### config.mk
export PLATFORM = sky130hd
export DESIGN_NAME = overwriting_ring_stack_flat
export DESIGN_NICKNAME = d
export VERILOG_FILES = /design/src/rtl/ors_pkg.sv /design/src/rtl/ors_if.sv /design/src/rtl/ors_stack.sv /design/src/rtl/overwriting_ring_stack.sv /design/src/flat_wrapper.sv
export SDC_FILE = /design/constraint.sdc
export NUM_CORES = 1
export LEC_CHECK = 0
export BUFFER_PORTS_ARGS = -buffer_cell sky130_fd_sc_hd__buf_2
export CORE_MARGIN = 4
export CORE_UTILIZATION = 55
export CTS_CLUSTER_SIZE = 40
export DETAILED_ROUTE_END_ITERATION = 8
export HOLD_SLACK_MARGIN = 0.03
export PLACE_DENSITY = 0.74
export SYNTH_ARGS = -nofsm -noshare
export SYNTH_HDL_FRONTEND = slang
export SYNTH_HIERARCHICAL = 1
export SYNTH_SLANG_ARGS = --single-unit
### constraint.sdc
create_clock -name clock -period 6.7 [get_ports clock]
set_input_delay 0.335 -clock clock [delete_from_list [all_inputs] [get_ports clock]]
set_output_delay 0.335 -clock clock [all_outputs]
set_load 0.01 [all_outputs]
### src/rtl/ors_pkg.sv
// ----------------------------------------------------------------------------
// ors_pkg: shared types and constants for the overwriting ring stack
// Operation codes, transaction structs and sizing of the slot ring.
// ----------------------------------------------------------------------------
package ors_pkg;

   localparam int DEPTH       = 16;
   localparam int DATA_WIDTH  = 32;
   localparam int FIELD_W     = 32;
   localparam int STORE_W     = (DATA_WIDTH < FIELD_W) ? DATA_WIDTH : FIELD_W;
   localparam int LEN_W       = 8;
   localparam int SLOT_W      = STORE_W + LEN_W;
   localparam int FUNC_W      = 2;
   localparam int PEEK_W      = 4;
   localparam int CNT_W       = 5;
   localparam int SUM_W       = CNT_W + 1;
   localparam int PTR_W       = (DEPTH > 1) ? $clog2(DEPTH) : 1;

   localparam logic [FUNC_W-1:0] FUNC_PUSH = 2'd0;
   localparam logic [FUNC_W-1:0] FUNC_POP  = 2'd1;
   localparam logic [FUNC_W-1:0] FUNC_PEEK = 2'd2;

   localparam logic [CNT_W-1:0] CAP_RESET = CNT_W'(DEPTH);

   typedef struct packed {
      logic [FUNC_W-1:0]  func;
      logic [FIELD_W-1:0] push_data;
      logic [LEN_W-1:0]   push_length;
      logic [PEEK_W-1:0]  peek_index;
   } ors_req_type;

   typedef struct packed {
      logic               found;
      logic [FIELD_W-1:0] out_data;
      logic [LEN_W-1:0]   out_length;
      logic [CNT_W-1:0]   entry_count;
      logic               is_empty;
   } ors_rsp_type;

   typedef struct packed {
      logic [CNT_W-1:0] cap;
      logic [PTR_W-1:0] head;
      logic [CNT_W-1:0] count;
   } ors_status_type;

   function automatic logic [CNT_W-1:0] eff_cap(input logic [CNT_W-1:0] value);
      if (value == '0 || value > CNT_W'(DEPTH)) begin
         return CNT_W'(DEPTH);
      end
      return value;
   endfunction

endpackage

### src/rtl/ors_if.sv
// ----------------------------------------------------------------------------
// ors_if: request and response channels of the overwriting ring stack
// Valid/ready channels; a transaction moves when valid and ready are high.
// ----------------------------------------------------------------------------
interface ors_req_if;
   import ors_pkg::*;

   logic               valid;
   logic               ready;
   logic [FUNC_W-1:0]  func;
   logic [FIELD_W-1:0] push_data;
   logic [LEN_W-1:0]   push_length;
   logic [PEEK_W-1:0]  peek_index;

   modport source (output valid, output func, output push_data, output push_length,
                   output peek_index, input ready);
   modport sink   (input valid, input func, input push_data, input push_length,
                   input peek_index, output ready);
endinterface

interface ors_rsp_if;
   import ors_pkg::*;

   logic               valid;
   logic               ready;
   logic               found;
   logic [FIELD_W-1:0] out_data;
   logic [LEN_W-1:0]   out_length;
   logic [CNT_W-1:0]   entry_count;
   logic               is_empty;

   modport source (output valid, output found, output out_data, output out_length,
                   output entry_count, output is_empty, input ready);
   modport sink   (input valid, input found, input out_data, input out_length,
                   input entry_count, input is_empty, output ready);
endinterface

### src/rtl/ors_stack.sv
// ----------------------------------------------------------------------------
// ors_stack: slot ring, head pointer, entry count and capacity register
// Computes one response per step and commits the pointer and count update.
// ----------------------------------------------------------------------------
module ors_stack (
   input  logic                   clock,
   input  logic                   reset,
   input  logic                   step_en,
   input  ors_pkg::ors_req_type   req,
   input  logic                   cfg_en,
   input  logic [ors_pkg::CNT_W-1:0] cfg_data,
   output ors_pkg::ors_rsp_type   rsp,
   output ors_pkg::ors_status_type status
);
   import ors_pkg::*;

   logic [SLOT_W-1:0]  slots_ff [DEPTH];
   logic [PTR_W-1:0]   head_ff;
   logic [PTR_W-1:0]   head_in;
   logic [CNT_W-1:0]   count_ff;
   logic [CNT_W-1:0]   count_in;
   logic [CNT_W-1:0]   cap_ff;

   logic [CNT_W-1:0]   sel_n;
   logic [SUM_W-1:0]   raw_idx;
   logic [SUM_W-1:0]   wrap_idx;
   logic [PTR_W-1:0]   rd_idx;
   logic [SLOT_W-1:0]  rd_slot;
   logic [SUM_W-1:0]   head_inc;
   logic               wr_en;
   logic [FIELD_W-1:0] rd_word;

   always_comb begin
      sel_n    = (req.func == FUNC_PEEK) ? CNT_W'(req.peek_index) : '0;
      raw_idx  = SUM_W'(head_ff) + SUM_W'(cap_ff) - SUM_W'(1) - SUM_W'(sel_n);
      wrap_idx = (raw_idx >= SUM_W'(cap_ff)) ? raw_idx - SUM_W'(cap_ff) : raw_idx;
      rd_idx   = wrap_idx[PTR_W-1:0];
      rd_slot  = slots_ff[rd_idx];
      rd_word  = '0;
      rd_word[STORE_W-1:0] = rd_slot[SLOT_W-1:LEN_W];
      head_inc = SUM_W'(head_ff) + SUM_W'(1);

      head_in         = head_ff;
      count_in        = count_ff;
      wr_en           = 1'b0;
      rsp.found       = 1'b0;
      rsp.out_data    = '0;
      rsp.out_length  = '0;

      case (req.func)
         FUNC_PUSH: begin
            wr_en     = 1'b1;
            head_in   = (head_inc >= SUM_W'(cap_ff)) ? '0 : head_inc[PTR_W-1:0];
            if (count_ff < cap_ff) begin
               count_in = count_ff + CNT_W'(1);
            end
            rsp.found = 1'b1;
         end
         FUNC_POP: begin
            if (count_ff != '0) begin
               rsp.found      = 1'b1;
               rsp.out_data   = rd_word;
               rsp.out_length = rd_slot[LEN_W-1:0];
               head_in        = rd_idx;
               count_in       = count_ff - CNT_W'(1);
            end
         end
         FUNC_PEEK: begin
            if (CNT_W'(req.peek_index) < count_ff) begin
               rsp.found      = 1'b1;
               rsp.out_data   = rd_word;
               rsp.out_length = rd_slot[LEN_W-1:0];
            end
         end
         default: begin
         end
      endcase

      rsp.entry_count = count_in;
      rsp.is_empty    = (count_in == '0);

      status.cap   = cap_ff;
      status.head  = head_ff;
      status.count = count_ff;
   end

   always_ff @(posedge clock) begin
      if (reset) begin
         cap_ff   <= CAP_RESET;
         head_ff  <= '0;
         count_ff <= '0;
      end else if (cfg_en) begin
         cap_ff   <= eff_cap(cfg_data);
         head_ff  <= '0;
         count_ff <= '0;
      end else if (step_en) begin
         head_ff  <= head_in;
         count_ff <= count_in;
      end
   end

   always_ff @(posedge clock) begin
      if (step_en && wr_en && !cfg_en) begin
         slots_ff[head_ff] <= {req.push_data[STORE_W-1:0], req.push_length};
      end
   end

endmodule

### src/rtl/overwriting_ring_stack.sv
// ----------------------------------------------------------------------------
// overwriting_ring_stack: bounded history stack in a ring of slots
// Push, pop and peek with overwrite of the oldest entry when full.
//
//   channel   direction  handshake             payload
//   req_chan  in         valid/ready           func, push_data, push_length, peek_index
//   rsp_chan  out        valid/ready           found, out_data, out_length,
//                                              entry_count, is_empty
//   csr       in         csr_wr_en             csr_wr_data (capacity)
//
// One transaction per cycle unless the response stalls. An accepted request is
// held in the input register; its slot read and pointer/count update then
// commit with the result register. Synchronous reset empties the stack and
// sets capacity to the full ring. A stalled response holds the result register;
// the input register still fills once, then the request channel stalls too.
// ----------------------------------------------------------------------------
module overwriting_ring_stack (
   input  logic                      clock,
   input  logic                      reset,
   ors_req_if.sink                   req_chan,
   ors_rsp_if.source                 rsp_chan,
   input  logic                      csr_wr_en,
   input  logic [ors_pkg::CNT_W-1:0] csr_wr_data
);
   import ors_pkg::*;

   logic           s1_valid_ff;
   ors_req_type    s1_req_ff;
   logic           rsp_valid_ff;
   ors_rsp_type    rsp_ff;
   ors_rsp_type    stack_rsp;
   ors_status_type status;
   logic           advance;
   logic           accept;

   assign advance        = s1_valid_ff && (!rsp_valid_ff || rsp_chan.ready);
   assign req_chan.ready = !s1_valid_ff || advance;
   assign accept         = req_chan.valid && req_chan.ready;

   always_ff @(posedge clock) begin
      if (reset) begin
         s1_valid_ff  <= 1'b0;
         rsp_valid_ff <= 1'b0;
      end else begin
         if (req_chan.ready) begin
            s1_valid_ff <= req_chan.valid;
         end
         if (advance) begin
            rsp_valid_ff <= 1'b1;
         end else if (rsp_chan.ready) begin
            rsp_valid_ff <= 1'b0;
         end
      end
   end

   always_ff @(posedge clock) begin
      if (accept) begin
         s1_req_ff <= {req_chan.func, req_chan.push_data, req_chan.push_length,
                       req_chan.peek_index};
      end
      if (advance) begin
         rsp_ff <= stack_rsp;
      end
   end

   ors_stack u_stack (
      .clock    (clock),
      .reset    (reset),
      .step_en  (advance),
      .req      (s1_req_ff),
      .cfg_en   (csr_wr_en),
      .cfg_data (csr_wr_data),
      .rsp      (stack_rsp),
      .status   (status)
   );

   assign rsp_chan.valid       = rsp_valid_ff;
   assign rsp_chan.found       = rsp_ff.found;
   assign rsp_chan.out_data    = rsp_ff.out_data;
   assign rsp_chan.out_length  = rsp_ff.out_length;
   assign rsp_chan.entry_count = rsp_ff.entry_count;
   assign rsp_chan.is_empty    = rsp_ff.is_empty;

   a_count_le_cap : assert property (@(posedge clock) disable iff (reset)
      status.count <= status.cap)
      else $error("entry count above capacity");

   a_head_lt_cap : assert property (@(posedge clock) disable iff (reset)
      CNT_W'(status.head) < status.cap)
      else $error("head pointer outside ring");

   a_cfg_clears : assert property (@(posedge clock) disable iff (reset)
      csr_wr_en |=> (status.count == '0))
      else $error("capacity write did not empty the stack");

   a_miss_zero : assert property (@(posedge clock) disable iff (reset)
      (rsp_chan.valid && !rsp_chan.found) |->
         (rsp_chan.out_data == '0 && rsp_chan.out_length == '0))
      else $error("miss transaction carries data");

endmodule

### src/flat_wrapper.sv
// flat-port wrapper written by rule: the top's interface ports become plain ports
module overwriting_ring_stack_flat import ors_pkg::*;
  (clock, reset, csr_wr_en, csr_wr_data, req_chan_valid, req_chan_func, req_chan_push_data, req_chan_push_length, req_chan_peek_index, req_chan_ready, rsp_chan_valid, rsp_chan_found, rsp_chan_out_data, rsp_chan_out_length, rsp_chan_entry_count, rsp_chan_is_empty, rsp_chan_ready);
  ors_req_if req_chan_i ();
  ors_rsp_if rsp_chan_i ();
  input  logic clock;
  input  logic reset;
  input  logic csr_wr_en;
  input  logic [ors_pkg::CNT_W-1:0] csr_wr_data;
  input wire logic [$bits(req_chan_i.valid)-1:0] req_chan_valid;
  input wire logic [$bits(req_chan_i.func)-1:0] req_chan_func;
  input wire logic [$bits(req_chan_i.push_data)-1:0] req_chan_push_data;
  input wire logic [$bits(req_chan_i.push_length)-1:0] req_chan_push_length;
  input wire logic [$bits(req_chan_i.peek_index)-1:0] req_chan_peek_index;
  output wire logic [$bits(req_chan_i.ready)-1:0] req_chan_ready;
  output wire logic [$bits(rsp_chan_i.valid)-1:0] rsp_chan_valid;
  output wire logic [$bits(rsp_chan_i.found)-1:0] rsp_chan_found;
  output wire logic [$bits(rsp_chan_i.out_data)-1:0] rsp_chan_out_data;
  output wire logic [$bits(rsp_chan_i.out_length)-1:0] rsp_chan_out_length;
  output wire logic [$bits(rsp_chan_i.entry_count)-1:0] rsp_chan_entry_count;
  output wire logic [$bits(rsp_chan_i.is_empty)-1:0] rsp_chan_is_empty;
  input wire logic [$bits(rsp_chan_i.ready)-1:0] rsp_chan_ready;
  assign req_chan_i.valid = req_chan_valid;
  assign req_chan_i.func = req_chan_func;
  assign req_chan_i.push_data = req_chan_push_data;
  assign req_chan_i.push_length = req_chan_push_length;
  assign req_chan_i.peek_index = req_chan_peek_index;
  assign req_chan_ready = req_chan_i.ready;
  assign rsp_chan_valid = rsp_chan_i.valid;
  assign rsp_chan_found = rsp_chan_i.found;
  assign rsp_chan_out_data = rsp_chan_i.out_data;
  assign rsp_chan_out_length = rsp_chan_i.out_length;
  assign rsp_chan_entry_count = rsp_chan_i.entry_count;
  assign rsp_chan_is_empty = rsp_chan_i.is_empty;
  assign rsp_chan_i.ready = rsp_chan_ready;
  overwriting_ring_stack u_core (.clock(clock), .reset(reset), .req_chan(req_chan_i), .rsp_chan(rsp_chan_i), .csr_wr_en(csr_wr_en), .csr_wr_data(csr_wr_data));
endmodule
==> results of run 1 <==
[registers in the layout, summed over array words and instances, names as in the netlist]
name	cells
u_core/u_stack/slots_ff	640
u_core/s1_req_ff	46
u_core/rsp_chan.out_data	32
u_core/rsp_chan.out_length	8
u_core/rsp_chan.entry_count	5
u_core/u_stack/cap_ff	5
u_core/u_stack/count_ff	5
u_core/u_stack/head_ff	4
u_core/rsp_chan.found	1
u_core/rsp_chan.is_empty	1
u_core/rsp_chan.valid	1
u_core/s1_valid_ff	1
[area by class of cell]
type                            instances  area, um^2
Sequential cell                       749       22300
Fill cell                            3723       19100
Multi-Input combinational cell       1226        6930
Clock buffer                           88        1970
Timing Repair Buffer                  191        1410
Tap cell                              688         861
Clock inverter                         36         372
Inverter                               35         131
[layer usage]
metal	routed length, um	up-vias
met4	1860	0
met2	34600	887
li1	-	8194
met1	29300	9236
met5	0	-
met3	6070	145
[final timing paths]
| kind | from | end | slack, ns | cells after the start |
|---|---|---|---|---|
| setup reg to reg | u_core/s1_req_ff[44]$_DFFE_PP_ | u_core/rsp_chan.out_data[26]$_DFFE_PP_ | 1.15 | 17 |
| hold / removal | reset | u_core/rsp_chan.valid$_SDFFE_PP0P_ | 0.07 | 2 |
| hold reg to reg | u_core/s1_valid_ff$_SDFFE_PP0P_ | u_core/rsp_chan.valid$_SDFFE_PP0P_ | 0.51 | 2 |
| setup / recovery | u_core/s1_req_ff[44]$_DFFE_PP_ | u_core/rsp_chan.out_data[26]$_DFFE_PP_ | 1.15 | 17 |
[metrics by stage]
stage	util [%]	area (um^2)
finish	64.1	34000
global route	64.1	34000
CTS	64.1	34000
detailed placement	58.7	31200
global placement	58.7	31200
floorplan	-	29800
[power breakdown]
| group | switching (mW) | leakage [nW] | internal [mW] |
|---|---|---|---|
| clock network | 1.67 | 1.14 | 2.36 |
| registers | 0.0665 | 6.80 | 5.19 |
| logic | 1.28 | 4.23 | 0.568 |
[cell usage in the layout, fill, tap and decap left out, drive strengths merged, types with 37 or more instances in the layout]
cell type / netlist / routed
nand2: 505 / 505
nor4: 40 / 40
clkbuf: 68 / 88
edfxtp: 733 / 733
buf: 49 / 140
inv: 35 / 37
a21oi: 129 / 129
dlygate4sd3: 0 / 51
nand3: 238 / 238
mux2i: 89 / 89
[kinds of logic (layout without fill, tap and decap cells)]
logic type / Yosys count / in the layout
simple gates: 859 / 859
compound gates: 230 / 230
buf+inv: 152 / 350
mux: 91 / 91
flops: 749 / 749
fa+ha+maj: 39 / 39
xor+xnor: 7 / 7
[timing repair]
item	4_1_cts	5_1_grt
hold buffers	51	0
setup endpoints to repair	0	0
endpoints found under the hold margin	48	0
==> impl_results.md, run 1 <==
- Status: complete, no violations
- Placer Congestion: ~0.86
- Grt met3 use: between 4 and 5%
- CP max stage delay: slightly above 0.7 ns
- Count leader, synth: edfxtp_1
- RSZ-0062 raised after global routing: no
- Row cnt: 84
- Post-route worst setup slack: ~1.2 ns
- Die Area: between 0.05 and 0.06 mm^2
- Crit-path slowest cell: mux2i_4
- Final Hold Fails: 0
- Post-synth EDFFs: between 700 and 800
- Global-route congestion overflow total: 0
- Critical Path RT: about 7.1 ns
- Area leader, netlist: edfxtp_1
- Nets: 2372
- Mapped Cells: between 2k and 2.5k
- Die Width: roughly 240 um
- Final setup vio count: 0
- Ordered list of cells on the worst path: inv_1 > ha_1 > nand2_1 > fa_1 > ha_1 > fa_1 > xor2_1 > ha_1 > nand3b_1 > o2111ai_2 > a22oi_4 > mux2i_4 > buf_4 > nand2_1 > nand3_1 > a21oi_1 > nor4_1
- Top delay family on crit path: adder cells
- Synth cell types: 60
- Post-synthesis sequential area ratio: roughly three quarters
- Antenna violations before repair: 0
- Core ar.: between 0.05 and 0.06 mm^2
- Root Driver: clkbuf_16
- Final Slew Violations: 0
- Final Power: roughly 11 mW
- Routed Antenna Nets: 0
- Worst vdd ir: approximately 250 uV
- Router iterations before antenna repair: 8
- Area delta synth->final: 14.3%
- P_leak: about 12 nW
- Pwr dens: approximately 330 mW/mm^2
- Sum Neg Setup Slack: 0 ns
- Synth async-reset ratio: 0%
- PortBufs: approximately 100
- MaxCap Viol Count: 0
- CP Launch Type: flip-flop
- Cells after DPL: about 2.8k
- I/O pin count: between 100 and 150
- Top cells by count, synth: edfxtp_1 (733), nand2_1 (504), nand3_1 (238)
- Period Utilization, post-route: between 80% and 90%
- Layout Cells excl Fill: between 3k and 4k
- Via/cell ratio: approximately 6.1
- Busiest grt layer: met2
- Critical path buffers and inverters: 2
- Setup crit end kind: flip-flop
- Mux cell area share after synthesis: 3.08%
- Pre-CTS setup slack: 1.25 ns
- Starting DRT DRC Count: between 1.5k and 2k
- GRT met2 Usage: between 40 and 50%
- Synthesized cell area: roughly 0.03 mm^2
- Die Ht: between 200 and 250 um
- Clock-pin transition on the worst setup and hold timing paths: 0.06 ns
- Worst hold path type: input port to flip-flop
- GRT Total Usage: 24.5%
- TritonCTS clock tree: yes
- Largest family of logic cells by synthesized area: simple AND/OR/NAND/NOR gates
- Routed len/inst: 23.8 um
- Fraction of the mapped netlist area in adder cells: between 1.5 and 2%
- Max clock buf depth: 3
- Starting density of the core: between 50% and 60%
- Slew HR: 24.0%
- Antenna fix cells: 0
- Vias: ~18k
- CP most frequent cell: ha_1
- Post-synth top area share: between 70% and 80%
- Post-Synth Simple-Gate Area: roughly an eighth
- CP Class: flip-flop to flip-flop
- H-tree lvl count: 3
- Post-Synth XOR/XNOR Area: less than 1%
- Crit Path Max Fanout: 40
- Worst skew pair latency: about 0.6 ns
- Worst-Margin Slew: around 1.1 ns
- Max Freq: 180 MHz
- Post-layout min period: ~5.5 ns
- #FFs+latches synth: about 750
- Pin count of the biggest net entering global routing: ~150
- Met1 Use GR: 34.4%
- Clock buffer count from CTS: between 70 and 80
- Total wire length: ~70000 um
- Gates resized, CTS repair: 0
- # Post-CTS Setup Buffers: 0
- Synth Area in Compound Gates: ~5.1%
- Clock sink total: ~750
- Vias in the first global route: ~18k
- Residual DRC: 0
- Hpwl dp: 36300 um
- Crit path DAT: a little under 6 ns
- Worst hold margin: a little under 0.07 ns
- Syn avg cell area: 14.0 um^2
- Synth Flop Type: edfxtp_1
- Final setup skew: approximately 0.025 ns
- Largest cells by area after synthesis: edfxtp_1 (74%), nand2_1 (6.4%), nand3_1 (4.0%), mux2i_1 (3.0%), a21oi_1 (2.2%)
- Post-Syn Nets: ~2.2k
- Yosys warns: 6
- First-pass GRT wire length: about 110000 um
- Share of cells above drive strength 1: between 10% and 20%
Power figures use the tool's default switching activity.
==> run 2, diff against run 1 <==
==> constraint.sdc (replaced) <==
create_clock -name clock -period 5.29 [get_ports clock]
set_input_delay 0.2645 -clock clock [delete_from_list [all_inputs] [get_ports clock]]
set_output_delay 0.2645 -clock clock [all_outputs]
set_load 0.01 [all_outputs]
==> impl_results.md, run 2 (same netlist as run 1, synthesis figures left out) <==
- Status: complete, no violations
- Crit Path Max Fanout: 12 (-70%)
- Final instance area: 0.0345 mm^2 (+1.4%)
- Post-layout min period: 5.08 ns (-0.469 ns)
- Crit path DAT: 5.45 ns (-0.46 ns)
- Flop pwr share: 46.9% (-0.3 points)
- Area delta synth->final: 15.8%
- CP Launch Type: flip-flop
- Total wire length: 73200 um (+1.8%)
- Combinational power share: 18.3% (+1.7 points)
- RSZ-0062 raised after global routing: no
- TritonCTS clock tree: yes
- Sum Neg Setup Slack: 0 ns (unchanged)
- Max Freq: 197 MHz (+9.2%)
- Share of cells above drive strength 1: 13.4% (+1.4 points)
- PortBufs: 104 (unchanged)
- FF-to-FF Start: u_core/s1_req_ff[44]$_DFFE_PP_
- Number of flip-flops in the largest register: 640 (unchanged)
- Routed len/inst: 23.9 um (about the same)
- CP Class: flip-flop to flip-flop
- Clock-pin transition on the worst setup and hold timing paths: 0.06 ns (about the same)
- Router iterations before antenna repair: 6 (-2)
- GRT Total Usage: 24.7% (+0.19 points)
- H-tree lvl count: 3 (unchanged)
- Row cnt: 84 (unchanged)
- Most frequent cells in the layout: edfxtp_1 (733), nand2_1 (501), nand3_1 (238), a21oi_1 (128), buf_2 (104)
- Hold_sp: csr_wr_en
- Residual DRC: 0 (unchanged)
- I/O pin count: 105 (unchanged)
- Global-route congestion overflow total: 0 (unchanged)
- Root Driver: clkbuf_16
- Worst skew pair latency: 0.61 ns (about the same)
- Placed instance area: 0.0315 mm^2 (+1.2%)
- Max clock buf depth: 3 (unchanged)
- Worst-Margin Slew: 1.10 ns (-0.0339 ns)
- Final Slew Violations: 0 (unchanged)
- Reg2reg path depth: 16 (-1)
- Core ar.: 0.0531 mm^2 (unchanged)
- Antenna violations before repair: 1 (+1)
- Vias: 18.7k (+1.3%)
- Starting DRT DRC Count: 2063 (+7.6%)
- Worst vdd ir: 264 uV (+7.1%)
- Antenna fix cells: 0 (unchanged)
- Placer Congestion: 0.880 (+2.0%)
- Period Utilization, post-route: 96.0% (+13 points)
- Most flops, register: u_core/u_stack/slots_ff
- Vias in the first global route: 18.1k (+0.97%)
- Clock buffer count from CTS: 75 (+1.4%)
- R2r setup slk: 0.21 ns (-0.94 ns)
- Slew HR: 26.4% (+2.4 points)
- Most common cell after layout, fill and taps aside: edfxtp_1
- Final Hold Fails: 0 (unchanged)
- Die Area: 0.0579 mm^2 (unchanged)
- Final setup skew: 0.0282 ns (+0.00332 ns)
- Pin count of the biggest net entering global routing: 87 (-42%)
- Hpwl dp: 37700 um (+3.7%)
- Layout Cells excl Fill: 3066 (+1.8%)
- Final setup vio count: 0 (unchanged)
- Die Ht: 241 um (unchanged)
- Routed Antenna Nets: 0 (unchanged)
- P_sw: 3.92 mW (+30%)
- Clock sink total: 749 (unchanged)
- Hold endpoint: u_core/u_stack/cap_ff[4]$_SDFFE_PP1P_
- MaxCap Viol Count: 0 (unchanged)
- P_leak: 12.4 nW (+2.1%)
- Clock share of power: 34.8% (-1.4 points)
- Switching power share of the total: 27.6% (+0.50 points)
- First-pass GRT wire length: 108000 um (+0.91%)
- Die Width: 241 um (unchanged)
- Nets: 2419 (+2.0%)
- Starting density of the core: 56.1% (unchanged)
- Setup crit end kind: flip-flop
- Int Power: 10.3 mW (+27%)
- Cells after DPL: 2875 (+1.3%)
- Worst hold path type: input port to flip-flop
- Worst r2r dst: u_core/rsp_chan.out_data[27]$_DFFE_PP_
- Hold depth: 3 (+1)
- Pwr dens: 412 mW/mm^2 (+26%)
- Via/cell ratio: 6.10 (-0.47%)
- Critical Path RT: 5.66 ns (-1.40 ns)
-- run 2: cell types whose count changed in the layout (fill, tap and decap cells not counted), sizes merged --
cell	delta
dlygate4sd3	+4
clkbuf	+10
inv	+1
nor2	+1
clkinvlp	-2
clkinv	+4
bufinv	-4
buf	+39
-- run 2: cell type report --
class                      count  area, um^2
sequential                   749       22300
fill                        3683       18600
multi-input combinational   1227        6960
clock buffer                  96        2000
timing repair buffer         236        1910
tap                          688         861
clock inverter                35         277
inverter                      35         131
-- run 2: power groups by stage --
stage / clock network, mW / logic (mW) / registers, mW
finish: 4.95 / 2.60 / 6.66
global route: 5.29 / 2.79 / 6.67
CTS: 5.03 / 2.48 / 6.66
detailed placement: 0 / 2.44 / 6.79
global placement: 0 / 2.38 / 6.78
floorplan: 0 / 1.58 / 6.76
-- run 2: how the worst max path moves through the flow --
stage	from	endpoint	slack, ns	cells after the start
final	u_core/s1_req_ff[44]$_DFFE_PP_	u_core/rsp_chan.out_data[27]$_DFFE_PP_	0.21	16
after global routing	u_core/s1_req_ff[44]$_DFFE_PP_	u_core/rsp_chan.out_length[1]$_DFFE_PP_	0.008	19
after CTS	u_core/s1_req_ff[44]$_DFFE_PP_	u_core/rsp_chan.out_data[2]$_DFFE_PP_	0.11	17
after detailed placement	u_core/s1_req_ff[44]$_DFFE_PP_	u_core/rsp_chan.out_length[0]$_DFFE_PP_	0.12	17
after global placement	u_core/s1_req_ff[44]$_DFFE_PP_	u_core/rsp_chan.out_data[14]$_DFFE_PP_	0.24	17
after floorplan	u_core/rsp_chan.valid$_SDFFE_PP0P_	u_core/u_stack/slots_ff[0][0]$_DFFE_PP_	0.03	7
-- run 2: timing repair --
| action | 4_1_cts | 5_1_grt |
|---|---|---|
| hold buffers | 55 | 0 |
| setup buffers | 0 | 2 |
| setup endpoints to repair | 0 | 28 |
| endpoints found under the hold margin | 53 | 0 |
| gates resized for setup | 0 | 8 |
-- run 2: layer usage --
metal / up-vias / share of wire, % / routed length (um) / track usage (%)
li1: 8302 / - / - / -
met1: 9239 / 39 / 28700 / 33.8
met2: 976 / 48 / 35500 / 40.8
met3: 181 / 9.1 / 6660 / 4.35
met4: 0 / 3.2 / 2310 / 8.57
met5: - / 0 / 0 / 0
-- run 2: through the flow --
step | total power, mW | hold slack, ns | worst slack [ns] | util (%)
floorplan | 8.34 | 0.327 | 0.0254 | -
global placement | 9.16 | 0.441 | 0.235 | 59.4
detailed placement | 9.22 | 0.443 | 0.115 | 59.4
CTS | 14.2 | 0.0723 | 0.111 | 64.7
global route | 14.8 | 0.120 | 0.00827 | 64.9
finish | 14.2 | 0.0938 | 0.213 | 64.9
-- run 2: worst max-delay path, stage by stage (launching register included) --
cell and delay [ns]:
edfxtp_1 0.41, inv_1 0.12, ha_1 0.22, nand2_1 0.10
fa_1 0.44, ha_1 0.24, fa_1 0.47, xor2_1 0.19
ha_1 0.34, nand3b_1 0.15, o2111ai_2 0.16, a22oi_4 0.29
mux2i_1 0.30, nand2_2 0.16, nor2_2 0.88, a221o_1 0.29
nor4_1 0.06
